[src/rtl/source_address_flow_hash_steer_core_defines.svh]
// Assertion macros for the source address flow hash steering core.
// Used by the top level; expects clk and rst_n in scope.
`ifndef SOURCE_ADDRESS_FLOW_HASH_STEER_CORE_DEFINES_SVH
`define SOURCE_ADDRESS_FLOW_HASH_STEER_CORE_DEFINES_SVH

// condition holds in the same cycle
`define SFH_ASSERT_SAME(lbl, ante, cons, msg) \
  lbl: assert property (@(posedge clk) disable iff (!rst_n) (ante) |-> (cons)) \
    else $error(msg);

// condition holds in the next cycle
`define SFH_ASSERT_NEXT(lbl, ante, cons, msg) \
  lbl: assert property (@(posedge clk) disable iff (!rst_n) (ante) |=> (cons)) \
    else $error(msg);

`endif

[src/rtl/sfh_pkg.sv]
// Shared types, constants and the jhash final-mix helpers for the steering core.
// No dependencies.
`default_nettype none

package sfh_pkg;

  localparam int HASH_W     = 32;
  localparam int PROTO_W    = 8;
  localparam int BUCKET_W   = 7;
  localparam int CFG_DATA_W = 32;
  localparam int CFG_IDX_W  = 1;
  localparam int CNT_WR_W   = 8;

  localparam logic [PROTO_W-1:0] PROTO_TCP = 8'd6;
  localparam logic [PROTO_W-1:0] PROTO_UDP = 8'd17;

  // jhash initval for a 12-byte key: golden constant plus length
  localparam logic [HASH_W-1:0] SEED_INIT = 32'hdeadbeef + 32'(3 << 2);

  // configuration register indexes
  typedef logic [CFG_IDX_W-1:0] sfh_cfg_idx_t;
  localparam sfh_cfg_idx_t CFG_HASH_NONCE   = 1'b0;
  localparam sfh_cfg_idx_t CFG_BUCKET_COUNT = 1'b1;

  // remainder pipeline: bits retired per stage
  localparam int MOD_STEP_BITS = 4;
  localparam int MOD_STAGES    = HASH_W / MOD_STEP_BITS;

  // per-word steering flags that ride along the pipeline
  typedef struct packed {
    logic drop;
    logic udp;
  } sfh_flags_t;

  // final mix: seven xor/subtract/rotate steps over a, b, c
  localparam int MIX_N      = 7;
  localparam int MIX_STEP_W = $clog2(MIX_N);

  typedef logic [1:0] sfh_sel_t;
  localparam sfh_sel_t SEL_A = 2'd0;
  localparam sfh_sel_t SEL_B = 2'd1;
  localparam sfh_sel_t SEL_C = 2'd2;

  typedef logic [2:0][HASH_W-1:0] sfh_abc_t;

  localparam sfh_sel_t MIX_DST [MIX_N] = '{SEL_C, SEL_A, SEL_B, SEL_C, SEL_A, SEL_B, SEL_C};
  localparam sfh_sel_t MIX_SRC [MIX_N] = '{SEL_B, SEL_C, SEL_A, SEL_B, SEL_C, SEL_A, SEL_B};
  localparam logic [4:0] MIX_ROT [MIX_N] = '{5'd14, 5'd11, 5'd25, 5'd16, 5'd4, 5'd14, 5'd24};

  // rotate left, amount 0..31
  function automatic logic [HASH_W-1:0] rotl(input logic [HASH_W-1:0] v,
                                              input logic [4:0] s);
    logic [2*HASH_W-1:0] t;
    t = {v, v} << s;
    return t[2*HASH_W-1:HASH_W];
  endfunction

  // one step of the final mix: x ^= y; x -= rotl(y, r)
  function automatic sfh_abc_t mix_step(input sfh_abc_t abc,
                                        input logic [MIX_STEP_W-1:0] step);
    sfh_abc_t   res;
    sfh_sel_t   dst;
    sfh_sel_t   src;
    res = abc;
    dst = MIX_DST[step];
    src = MIX_SRC[step];
    res[dst] = (abc[dst] ^ abc[src]) - rotl(abc[src], MIX_ROT[step]);
    return res;
  endfunction

endpackage

`default_nettype wire

[src/rtl/sfh_if.sv]
// Valid/ready channel interfaces for the steering core: header in, verdict out.
// Depends on sfh_pkg for field widths.
`default_nettype none

interface sfh_in_if;
  logic                          valid;
  logic                          ready;
  logic                          is_ipv4;
  logic [sfh_pkg::PROTO_W-1:0]   l4_proto;
  logic [sfh_pkg::HASH_W-1:0]    src_word0;
  logic [sfh_pkg::HASH_W-1:0]    src_word1;
  logic [sfh_pkg::HASH_W-1:0]    src_word2;
  logic [sfh_pkg::HASH_W-1:0]    src_word3;

  modport source (output valid, is_ipv4, l4_proto, src_word0, src_word1, src_word2,
                  src_word3, input ready);
  modport sink   (input valid, is_ipv4, l4_proto, src_word0, src_word1, src_word2,
                  src_word3, output ready);
endinterface

interface sfh_out_if;
  logic                          valid;
  logic                          ready;
  logic                          verdict;
  logic                          target_table;
  logic [sfh_pkg::BUCKET_W-1:0]  bucket;

  modport source (output valid, verdict, target_table, bucket, input ready);
  modport sink   (input valid, verdict, target_table, bucket, output ready);
endinterface

`default_nettype wire

[src/rtl/sfh_hash.sv]
// Hash pipeline: protocol classify, word sum, then one final-mix step per stage.
// Depends on sfh_pkg.
`default_nettype none

module sfh_hash (
  input  wire logic                        clk,
  input  wire logic                        rst_n,
  input  wire logic                        en,
  input  wire logic                        v_in,
  input  wire logic                        is_ipv4,
  input  wire logic [sfh_pkg::PROTO_W-1:0] l4_proto,
  input  wire logic [sfh_pkg::HASH_W-1:0]  src_word0,
  input  wire logic [sfh_pkg::HASH_W-1:0]  src_word1,
  input  wire logic [sfh_pkg::HASH_W-1:0]  src_word2,
  input  wire logic [sfh_pkg::HASH_W-1:0]  src_word3,
  input  wire logic [sfh_pkg::HASH_W-1:0]  seed,
  output logic                             v_out,
  output sfh_pkg::sfh_flags_t              flags_out,
  output logic [sfh_pkg::HASH_W-1:0]       hash_out
);

  localparam int N = sfh_pkg::MIX_N;

  // pre stage: flags and partial sums
  logic                            pre_v_r;
  sfh_pkg::sfh_flags_t             pre_flags_r;
  logic [sfh_pkg::HASH_W-1:0]      pre_s01_r;
  logic [sfh_pkg::HASH_W-1:0]      pre_s23_r;

  // mix stages: index 0 holds the seeded a/b/c, index k the value after step k
  logic [N:0]                      mix_v_r;
  sfh_pkg::sfh_flags_t             mix_flags_r [N+1];
  sfh_pkg::sfh_abc_t               mix_abc_r   [N+1];
  sfh_pkg::sfh_abc_t               mix_abc_nxt [N+1];

  sfh_pkg::sfh_flags_t             flags_in;
  logic [sfh_pkg::HASH_W-1:0]      w1_m;
  logic [sfh_pkg::HASH_W-1:0]      w2_m;
  logic [sfh_pkg::HASH_W-1:0]      w3_m;

  // classify protocol; IPv4 hashes only the first word
  always_comb begin
    flags_in.udp  = (l4_proto == sfh_pkg::PROTO_UDP);
    flags_in.drop = !((l4_proto == sfh_pkg::PROTO_TCP) ||
                      (l4_proto == sfh_pkg::PROTO_UDP));
    w1_m = is_ipv4 ? '0 : src_word1;
    w2_m = is_ipv4 ? '0 : src_word2;
    w3_m = is_ipv4 ? '0 : src_word3;
  end

  // seed a/b/c, then one mix step per stage
  always_comb begin
    mix_abc_nxt[0][sfh_pkg::SEL_A] = pre_s01_r + pre_s23_r + seed;
    mix_abc_nxt[0][sfh_pkg::SEL_B] = seed;
    mix_abc_nxt[0][sfh_pkg::SEL_C] = seed;
    for (int k = 1; k <= N; k++) begin
      mix_abc_nxt[k] = sfh_pkg::mix_step(mix_abc_r[k-1], sfh_pkg::MIX_STEP_W'(k - 1));
    end
  end

  // valid bits
  always_ff @(posedge clk) begin
    if (!rst_n) begin
      pre_v_r <= 1'b0;
      mix_v_r <= '0;
    end else if (en) begin
      pre_v_r <= v_in;
      mix_v_r <= {mix_v_r[N-1:0], pre_v_r};
    end
  end

  // payload
  always_ff @(posedge clk) begin
    if (en) begin
      pre_flags_r    <= flags_in;
      pre_s01_r      <= src_word0 + w1_m;
      pre_s23_r      <= w2_m + w3_m;
      mix_flags_r[0] <= pre_flags_r;
      mix_abc_r[0]   <= mix_abc_nxt[0];
      for (int k = 1; k <= N; k++) begin
        mix_flags_r[k] <= mix_flags_r[k-1];
        mix_abc_r[k]   <= mix_abc_nxt[k];
      end
    end
  end

  assign v_out     = mix_v_r[N];
  assign flags_out = mix_flags_r[N];
  assign hash_out  = mix_abc_r[N][sfh_pkg::SEL_C];

endmodule

`default_nettype wire

[src/rtl/sfh_mod.sv]
// Pipelined restoring remainder: hash modulo bucket count, a few bits per stage.
// Depends on sfh_pkg.
`default_nettype none

module sfh_mod #(
  parameter int CNT_W = 8
) (
  input  wire logic                       clk,
  input  wire logic                       rst_n,
  input  wire logic                       en,
  input  wire logic                       v_in,
  input  wire sfh_pkg::sfh_flags_t        flags_in,
  input  wire logic [sfh_pkg::HASH_W-1:0] hash_in,
  input  wire logic [CNT_W-1:0]           cnt,
  output logic                            v_out,
  output sfh_pkg::sfh_flags_t             flags_out,
  output logic [CNT_W-1:0]                rem_out
);

  localparam int ST   = sfh_pkg::MOD_STAGES;
  localparam int STEP = sfh_pkg::MOD_STEP_BITS;
  localparam int HW   = sfh_pkg::HASH_W;

  logic [ST-1:0]         v_r;
  sfh_pkg::sfh_flags_t   flags_r [ST];
  logic [HW-1:0]         dvd_r   [ST];
  logic [HW-1:0]         dvd_nxt [ST];
  logic [CNT_W-1:0]      rem_r   [ST];
  logic [CNT_W-1:0]      rem_nxt [ST];

  // each stage shifts in STEP dividend bits, subtracting the count when it fits
  always_comb begin
    logic [HW-1:0]    d;
    logic [CNT_W-1:0] r;
    logic [CNT_W:0]   t;
    for (int k = 0; k < ST; k++) begin
      if (k == 0) begin
        d = hash_in;
        r = '0;
      end else begin
        d = dvd_r[k-1];
        r = rem_r[k-1];
      end
      for (int j = 0; j < STEP; j++) begin
        t = {r, d[HW-1]};
        d = d << 1;
        if (t >= {1'b0, cnt}) begin
          t = t - {1'b0, cnt};
        end
        r = t[CNT_W-1:0];
      end
      dvd_nxt[k] = d;
      rem_nxt[k] = r;
    end
  end

  // valid bits
  always_ff @(posedge clk) begin
    if (!rst_n) begin
      v_r <= '0;
    end else if (en) begin
      v_r <= {v_r[ST-2:0], v_in};
    end
  end

  // payload
  always_ff @(posedge clk) begin
    if (en) begin
      flags_r[0] <= flags_in;
      dvd_r[0]   <= dvd_nxt[0];
      rem_r[0]   <= rem_nxt[0];
      for (int k = 1; k < ST; k++) begin
        flags_r[k] <= flags_r[k-1];
        dvd_r[k]   <= dvd_nxt[k];
        rem_r[k]   <= rem_nxt[k];
      end
    end
  end

  assign v_out     = v_r[ST-1];
  assign flags_out = flags_r[ST-1];
  assign rem_out   = rem_r[ST-1];

endmodule

`default_nettype wire

[src/rtl/source_address_flow_hash_steer_core.sv]
// 18 register stages. Throughput: one word per cycle while the skid entry is free;
// 1 pre stage, 8 hash stages (seed, then 7 mix steps), 8 remainder stages
// (4 quotient bits each) and an output register with a skid entry.
// Reset (rst_n, synchronous, active low) empties the pipeline and output, sets the
// hash nonce to 0 and the bucket count to 0, which selects MAX_BUCKETS buckets.
// Depends on sfh_pkg, sfh_if, sfh_hash, sfh_mod and the defines header.
`default_nettype none
`include "source_address_flow_hash_steer_core_defines.svh"

module source_address_flow_hash_steer_core #(
  parameter int MAX_BUCKETS = 128
) (
  input  wire logic                           clk,
  input  wire logic                           rst_n,
  sfh_in_if.sink                              in_ch,
  sfh_out_if.source                           out_ch,
  input  wire logic                           cfg_we,
  input  wire sfh_pkg::sfh_cfg_idx_t          cfg_index,
  input  wire logic [sfh_pkg::CFG_DATA_W-1:0] cfg_wdata
);

  localparam int CNT_W = $clog2(MAX_BUCKETS + 1);

  typedef struct packed {
    logic                          verdict;
    logic                          table_sel;
    logic [sfh_pkg::BUCKET_W-1:0]  bucket;
  } sfh_res_t;

  // configuration: nonce is kept pre-added to the jhash initval
  logic [sfh_pkg::HASH_W-1:0]   seed_r;
  logic [CNT_W-1:0]             cnt_r;
  logic [sfh_pkg::CNT_WR_W-1:0] cnt_wr;
  logic [CNT_W-1:0]             cnt_sat;
  logic [CNT_W-1:0]             cnt_eff;

  // pipeline hookup
  logic                         en;
  logic                         h_v;
  sfh_pkg::sfh_flags_t          h_flags;
  logic [sfh_pkg::HASH_W-1:0]   h_hash;
  logic                         m_v;
  sfh_pkg::sfh_flags_t          m_flags;
  logic [CNT_W-1:0]             m_rem;

  // output register and skid entry
  logic                         out_valid_r;
  sfh_res_t                     out_res_r;
  logic                         skid_valid_r;
  sfh_res_t                     skid_res_r;
  sfh_res_t                     last_res;
  logic                         take;

  // bucket count write saturates; zero selects the maximum
  assign cnt_wr  = cfg_wdata[sfh_pkg::CNT_WR_W-1:0];
  assign cnt_sat = (32'(cnt_wr) > 32'(MAX_BUCKETS)) ? CNT_W'(MAX_BUCKETS) : CNT_W'(cnt_wr);
  assign cnt_eff = (cnt_r == '0) ? CNT_W'(MAX_BUCKETS) : cnt_r;

  always_ff @(posedge clk) begin
    if (!rst_n) begin
      seed_r <= sfh_pkg::SEED_INIT;
      cnt_r  <= '0;
    end else if (cfg_we) begin
      case (cfg_index)
        sfh_pkg::CFG_HASH_NONCE:   seed_r <= cfg_wdata + sfh_pkg::SEED_INIT;
        sfh_pkg::CFG_BUCKET_COUNT: cnt_r  <= cnt_sat;
        default: ;
      endcase
    end
  end

  // whole pipeline moves while the skid entry is free
  assign en           = !skid_valid_r;
  assign in_ch.ready  = en;

  sfh_hash u_hash (
    .clk         (clk),
    .rst_n       (rst_n),
    .en          (en),
    .v_in        (in_ch.valid),
    .is_ipv4     (in_ch.is_ipv4),
    .l4_proto    (in_ch.l4_proto),
    .src_word0   (in_ch.src_word0),
    .src_word1   (in_ch.src_word1),
    .src_word2   (in_ch.src_word2),
    .src_word3   (in_ch.src_word3),
    .seed        (seed_r),
    .v_out       (h_v),
    .flags_out   (h_flags),
    .hash_out    (h_hash)
  );

  sfh_mod #(.CNT_W(CNT_W)) u_mod (
    .clk       (clk),
    .rst_n     (rst_n),
    .en        (en),
    .v_in      (h_v),
    .flags_in  (h_flags),
    .hash_in   (h_hash),
    .cnt       (cnt_eff),
    .v_out     (m_v),
    .flags_out (m_flags),
    .rem_out   (m_rem)
  );

  // format result; a dropped word carries table 0 and bucket 0
  always_comb begin
    last_res.verdict   = m_flags.drop;
    last_res.table_sel = m_flags.udp;
    last_res.bucket    = m_flags.drop ? '0 : sfh_pkg::BUCKET_W'(m_rem);
  end

  assign take = en && m_v;

  // output control: skid catches a word leaving the pipeline while output is held
  always_ff @(posedge clk) begin
    if (!rst_n) begin
      out_valid_r  <= 1'b0;
      skid_valid_r <= 1'b0;
    end else if (!out_valid_r || out_ch.ready) begin
      out_valid_r  <= skid_valid_r || take;
      skid_valid_r <= 1'b0;
    end else if (take) begin
      skid_valid_r <= 1'b1;
    end
  end

  // output payload
  always_ff @(posedge clk) begin
    if (!out_valid_r || out_ch.ready) begin
      out_res_r <= skid_valid_r ? skid_res_r : last_res;
    end else if (take) begin
      skid_res_r <= last_res;
    end
  end

  assign out_ch.valid        = out_valid_r;
  assign out_ch.verdict      = out_res_r.verdict;
  assign out_ch.target_table = out_res_r.table_sel;
  assign out_ch.bucket       = out_res_r.bucket;

  // checks
  `SFH_ASSERT_SAME(a_skid_holds_input, skid_valid_r, out_valid_r && !in_ch.ready,
                   "skid full with output empty or input open")
  `SFH_ASSERT_NEXT(a_skid_catches, out_valid_r && !out_ch.ready && take, skid_valid_r,
                   "word leaving pipeline not caught by skid")
  `SFH_ASSERT_SAME(a_drop_clean, out_valid_r && out_res_r.verdict,
                   (out_res_r.table_sel == 1'b0) && (out_res_r.bucket == '0),
                   "dropped word with nonzero table or bucket")
  `SFH_ASSERT_SAME(a_cnt_nonzero, 1'b1,
                   (cnt_eff != '0) && (32'(cnt_eff) <= 32'(MAX_BUCKETS)),
                   "effective bucket count out of range")

endmodule

`default_nettype wire

[src/flat_wrapper.sv]
// flat-port wrapper written by rule: the top's interface ports become plain ports
module source_address_flow_hash_steer_core_flat 
#(
  parameter int MAX_BUCKETS = 128
)
  (clk, rst_n, cfg_we, cfg_index, cfg_wdata, in_ch_valid, in_ch_is_ipv4, in_ch_l4_proto, in_ch_src_word0, in_ch_src_word1, in_ch_src_word2, in_ch_src_word3, in_ch_ready, out_ch_valid, out_ch_verdict, out_ch_target_table, out_ch_bucket, out_ch_ready);
  sfh_in_if in_ch_i ();
  sfh_out_if out_ch_i ();
  input  wire logic clk;
  input  wire logic rst_n;
  input  wire logic cfg_we;
  input  wire sfh_pkg::sfh_cfg_idx_t cfg_index;
  input  wire logic [sfh_pkg::CFG_DATA_W-1:0] cfg_wdata;
  input wire logic [$bits(in_ch_i.valid)-1:0] in_ch_valid;
  input wire logic [$bits(in_ch_i.is_ipv4)-1:0] in_ch_is_ipv4;
  input wire logic [$bits(in_ch_i.l4_proto)-1:0] in_ch_l4_proto;
  input wire logic [$bits(in_ch_i.src_word0)-1:0] in_ch_src_word0;
  input wire logic [$bits(in_ch_i.src_word1)-1:0] in_ch_src_word1;
  input wire logic [$bits(in_ch_i.src_word2)-1:0] in_ch_src_word2;
  input wire logic [$bits(in_ch_i.src_word3)-1:0] in_ch_src_word3;
  output wire logic [$bits(in_ch_i.ready)-1:0] in_ch_ready;
  output wire logic [$bits(out_ch_i.valid)-1:0] out_ch_valid;
  output wire logic [$bits(out_ch_i.verdict)-1:0] out_ch_verdict;
  output wire logic [$bits(out_ch_i.target_table)-1:0] out_ch_target_table;
  output wire logic [$bits(out_ch_i.bucket)-1:0] out_ch_bucket;
  input wire logic [$bits(out_ch_i.ready)-1:0] out_ch_ready;
  assign in_ch_i.valid = in_ch_valid;
  assign in_ch_i.is_ipv4 = in_ch_is_ipv4;
  assign in_ch_i.l4_proto = in_ch_l4_proto;
  assign in_ch_i.src_word0 = in_ch_src_word0;
  assign in_ch_i.src_word1 = in_ch_src_word1;
  assign in_ch_i.src_word2 = in_ch_src_word2;
  assign in_ch_i.src_word3 = in_ch_src_word3;
  assign in_ch_ready = in_ch_i.ready;
  assign out_ch_valid = out_ch_i.valid;
  assign out_ch_verdict = out_ch_i.verdict;
  assign out_ch_target_table = out_ch_i.target_table;
  assign out_ch_bucket = out_ch_i.bucket;
  assign out_ch_i.ready = out_ch_ready;
  source_address_flow_hash_steer_core #(.MAX_BUCKETS(MAX_BUCKETS)) u_core (.clk(clk), .rst_n(rst_n), .in_ch(in_ch_i), .out_ch(out_ch_i), .cfg_we(cfg_we), .cfg_index(cfg_index), .cfg_wdata(cfg_wdata));
endmodule
[config.mk]
export PLATFORM = sky130hd
export DESIGN_NAME = source_address_flow_hash_steer_core_flat
export DESIGN_NICKNAME = d
export VERILOG_FILES = /design/src/rtl/sfh_pkg.sv /design/src/rtl/sfh_if.sv /design/src/rtl/sfh_hash.sv /design/src/rtl/sfh_mod.sv /design/src/rtl/source_address_flow_hash_steer_core.sv /design/src/flat_wrapper.sv
export VERILOG_INCLUDE_DIRS = /design/src /design/src/rtl
export SDC_FILE = /design/constraint.sdc
export NUM_CORES = 2
export LEC_CHECK = 0
export ABC_AREA = 1
export BUFFER_PORTS_ARGS = -buffer_cell sky130_fd_sc_hd__buf_4
export CORE_UTILIZATION = 45
export DETAILED_ROUTE_END_ITERATION = 10
export PLACE_DENSITY = 0.72
export REMOVE_ABC_BUFFERS = 1
export SYNTH_ARGS = -nofsm -noshare
export SYNTH_HDL_FRONTEND = slang
export SYNTH_SLANG_ARGS = --single-unit
[constraint.sdc]
create_clock -name clk -period 25.3 [get_ports clk]
set_input_delay 2.53 -clock clk [delete_from_list [all_inputs] [get_ports clk]]
set_output_delay 2.53 -clock clk [all_outputs]
set_load 0.01 [all_outputs]
==> tab_implementation.tex <==
\begin{tabular}{lr}
\hline
Metric & Value \\
\hline
\multicolumn{2}{l}{\textbf{STA}} \\
\quad Hold violation count in the final report & 0 \\
\quad Summed negative setup slack over all endpoints & 0 ns \\
\quad Maximum clock frequency & 111 MHz \\
\quad Max Slew Vio Count & 0 \\
\quad \# setup viols final & 0 \\
\quad Setup clock skew after layout & 0.0373 ns \\
\quad Unrepaired setup endpoints after global routing & no \\
\quad Worst rel slew slack & 17.0\% \\
\quad Final Cycle Share & between 30\% and 40\% \\
\quad Measured slew at the worst slew-check pin & 1.23 ns \\
\quad Final min period & between 9 and 10 ns \\
\multicolumn{2}{l}{\textbf{CTS}} \\
\quad \# Post-CTS Setup Buffers & 0 \\
\quad \# clock sinks & 988 \\
\quad Number of instances resized during post-cts repair & 0 \\
\quad Number of buffers inserted during clock tree synthesis & 107 \\
\quad Deepest clock path buffer count & 3 \\
\quad Clock latency reported for the late side of the worst-skew pair & 0.72 ns \\
\quad CTS clock-pin slew for the worst setup and hold paths & roughly 0.060 ns \\
\quad Number of buffers inserted for hold repair after clock tree synthesis & 0 \\
\quad CTS tree & yes \\
\quad Depth of the CTS H-tree & 3 \\
\quad Cell chosen for the clock root & clkbuf\_16 \\
\multicolumn{2}{l}{\textbf{Synth}} \\
\quad Largest family of logic cells by synthesized area & simple AND/OR/NAND/NOR gates \\
\quad Cell area after synthesis & 64400 µm² \\
\quad Simple-Gate Fraction of Synth Area & about 17\% \\
\quad Sequential cell area fraction in the yosys report & 45.1\% \\
\quad Share of flip-flops with an asynchronous set or reset after synthesis & 0\% \\
\quad Area share of the leading cell type in the synthesized netlist & 43.3\% \\
\quad Yosys warning count & 0 \\
\quad Fraction of the mapped netlist area in adder cells & $\sim$12\% \\
\quad Number of flops mapped to enable cells by yosys & between 900 and 1000 \\
\quad Share of the synthesized netlist area taken by xor and xnor gates & 8.78\% \\
\quad Biggest area consumer among synthesized cells & edfxtp\_1 \\
\quad Compound-gate portion of the synthesized area & 9.88\% \\
\quad Multiplexer area fraction after synthesis & 0\% \\
\quad Top cells by area in the synthesized netlist & edfxtp\_1, ha\_1, nand2\_1, xor2\_1, inv\_1 \\
\quad Count of cell types in the netlist & 61 \\
\quad Primary FF master, synth & edfxtp\_1 \\
\quad Instance count of the mapped netlist & 7081 \\
\quad Syn avg cell area & 9.10 µm² \\
\quad Number of synthesized register bits & 988 \\
\multicolumn{2}{l}{\textbf{Global routing}} \\
\quad Number of global-route vias before repair & 47900 \\
\quad Total congestion overflow after global routing & 0 \\
\quad Initial antenna violation count & 3 \\
\quad Tot GR Track Use & 24.4\% \\
\quad Wire length of the first global-routing pass & approximately 270000 µm \\
\quad Largest net degree at the start of global routing & 177 \\
\multicolumn{2}{l}{\textbf{Final layout}} \\
\quad Util after Layout & 50.6\% \\
\quad Antenna diode count & 0 \\
\quad Leading cell types in the layout, fill and taps excluded & nand2\_1, inv\_1, edfxtp\_1, ha\_1, nor2\_1 \\
\quad Most frequent standard cell in the layout excluding fill and tap cells & nand2\_1 \\
\quad Total number of nets in the final design & 8138 \\
\quad Syn-to-layout area delta & 11.2\% \\
\quad Fraction of layout instances using a drive strength above 1 & 6.83\% \\
\multicolumn{2}{l}{\textbf{Drt}} \\
\quad Post-detailed-route count of antenna-violating nets & 0 \\
\quad Post-route DRC & 0 \\
\quad Routed len/inst & 19.2 µm \\
\quad Pre-Repair DR Iteration Count & 6 \\
\quad Via-to-Cell Ratio & approximately 5.3 \\
\quad Violation count after the first detailed-route iteration & 3879 \\
\quad Total Wirelength & between 150000 and 200000 µm \\
\quad Vias & 49100 \\
\multicolumn{2}{l}{\textbf{Floorplan}} \\
\quad Die boundary height & 380 µm \\
\quad Die Area & 145000 µm² \\
\quad Area of the core & 142000 µm² \\
\quad Number of top-level pins & 186 \\
\quad Starting Density & 45.5\% \\
\quad X dimension of the die & 380 µm \\
\quad Floorplan row count & 138 \\
\multicolumn{2}{l}{\textbf{Worst setup path}} \\
\quad Type of element launching the critical path & register \\
\quad Register-to-Register Setup Slack & 16.26 ns \\
\quad Largest incremental delay on the critical path & 0.53 ns \\
\quad Critical path's top delay family & simple AND/OR/NAND/NOR gates \\
\quad Signal arrival time at the worst endpoint & 9.62 ns \\
\quad Source of the critical timing path & u\_core.cnt\_r[6] \\
\quad Slowest cell on the critical path & buf\_4 \\
\quad Class of the most critical setup path & reg -> reg \\
\quad Maximum fanout along the worst path & 23 \\
\quad Worst path required time & between 20 and 30 ns \\
\quad Destination of the worst register-to-register timing path & u\_core.u\_mod.rem\_r[1][1] \\
\quad Worst reg2reg path startpoint & u\_core.cnt\_r[6] \\
\quad R2R depth & 42 \\
\quad Endpoint class of the critical path & register \\
\quad CP dominant cell by count & nand2\_1 \\
\quad Buffers and inverters on the worst path & 4 \\
\multicolumn{2}{l}{\textbf{Min path}} \\
\quad Hold depth & 0 \\
\quad Beginning of the worst hold path & u\_core.u\_hash.mix\_abc\_r[1][377] \\
\quad Worst min-delay path endpoint & u\_core.u\_mod.dvd\_r[0][25] \\
\quad Class of the most critical hold timing path & reg -> reg \\
\multicolumn{2}{l}{\textbf{Flow run}} \\
\quad Count of maximum capacitance violations & 0 \\
\multicolumn{2}{l}{\textbf{Place}} \\
\quad DPL Wire Length & between 100000 and 150000 µm \\
\quad Count of port buffers added during placement & 185 \\
\quad Placer's final routability congestion estimate & 0.971 \\
\multicolumn{2}{l}{\textbf{Status}} \\
\quad Outcome & finished clean \\
\hline
\end{tabular}
[area by class of cell]
cell class              instances  area, µm²
well taps                    1890       2360
inverters                    1033       3890
fillers                     13000      70100
clock inverters                71        687
clock buffers                 128       2770
repair buffers                221       1670
flip-flops and latches        988      29100
multi-input cells            5011      31200
[routing by layer]
layer / part of all wire [%] / GRT usage (%)
met5: 0 / 0
met4: 4.4 / 10.0
met3: 4.4 / 2.63
met2: 50 / 43.3
met1: 42 / 30.0
[worst max path at each step]
stage                                    endpoint  slack (ns)  cells after the start
floorplan           u_core.u_hash.mix_abc_r[0][0]        0.53                      1
global placement         u_core.u_mod.rem_r[1][0]       16.28                     41
detailed placement       u_core.u_mod.rem_r[1][2]       16.18                     42
CTS                      u_core.u_mod.rem_r[1][1]       16.20                     42
global route             u_core.u_mod.rem_r[1][6]       15.30                     42
finish                   u_core.u_mod.rem_r[1][1]       16.26                     42
[state kept, by name, indices dropped and copies added (netlist names), 9 cells and up]
register                   flops
u_core.u_hash.pre_s01_r       32
u_core.u_hash.mix_flags_r     16
u_core.u_mod.dvd_r           112
u_core.u_hash.mix_abc_r      638
u_core.seed_r                 32
u_core.skid_res_r              9
u_core.u_mod.rem_r            63
u_core.u_mod.flags_r          16
u_core.u_hash.pre_s23_r       32
[worst register-to-register path, delay by kind of cell (launching register included)]
| kind | cells | cell delay (ns) |
|---|---|---|
| buffers and inverters | 4 | 0.92 |
| AOI/OAI and AO/OA | 12 | 2.43 |
| and+or+nand+nor | 22 | 3.78 |
| DFF | 1 | 0.36 |
| adders and majority gates | 4 | 1.47 |
[per-stage QoR]
stage               hold slack, ns  setup WS (ns)  std cells  area (µm²)
floorplan                    0.400          0.530       7032       64200
global placement             0.401          16.28       9143       68200
detailed placement           0.405          16.18       9143       68200
global route                 0.393          15.30       9342       71700
CTS                          0.387          16.20       9342       71700
finish                       0.392          16.26       9342       71700
[cell families after synthesis]
kind of cell | after synthesis
AOI/OAI and AO/OA | 1123
xor gates and xnor gates | 646
adders and majority gates | 601
buffers and inverters | 1082
DFF | 988
and+or+nand+nor | 2641
[cell usage after synthesis (7+ instances only)]
library cell	n
o21a_1	15
nor2_2	13
edfxtp_1	929
a211oi_1	8
inv_1	1023
buf_6	7
nor4_1	27
nand3_2	15
a21boi_0	30
xnor2_1	146
o21ai_0	304
a21o_1	70
o31ai_1	12
o21ai_2	14
nand2_2	27
xor2_1	500
clkbuf_1	30
or2_2	12
nand3_1	240
nand2_4	9
nand4_1	62
inv_2	7
nand3b_1	31
o21ai_1	31
dfxtp_1	59
o21bai_1	48
a221oi_1	10
ha_1	530
fa_1	71
a31oi_1	24
a21oi_1	512
nor3_1	94
nor2_1	520
nand2_1	1564
o211ai_1	24
Power is not shown: default switching activity piles up to over one toggle a cycle in this logic, so the estimate is an artifact.
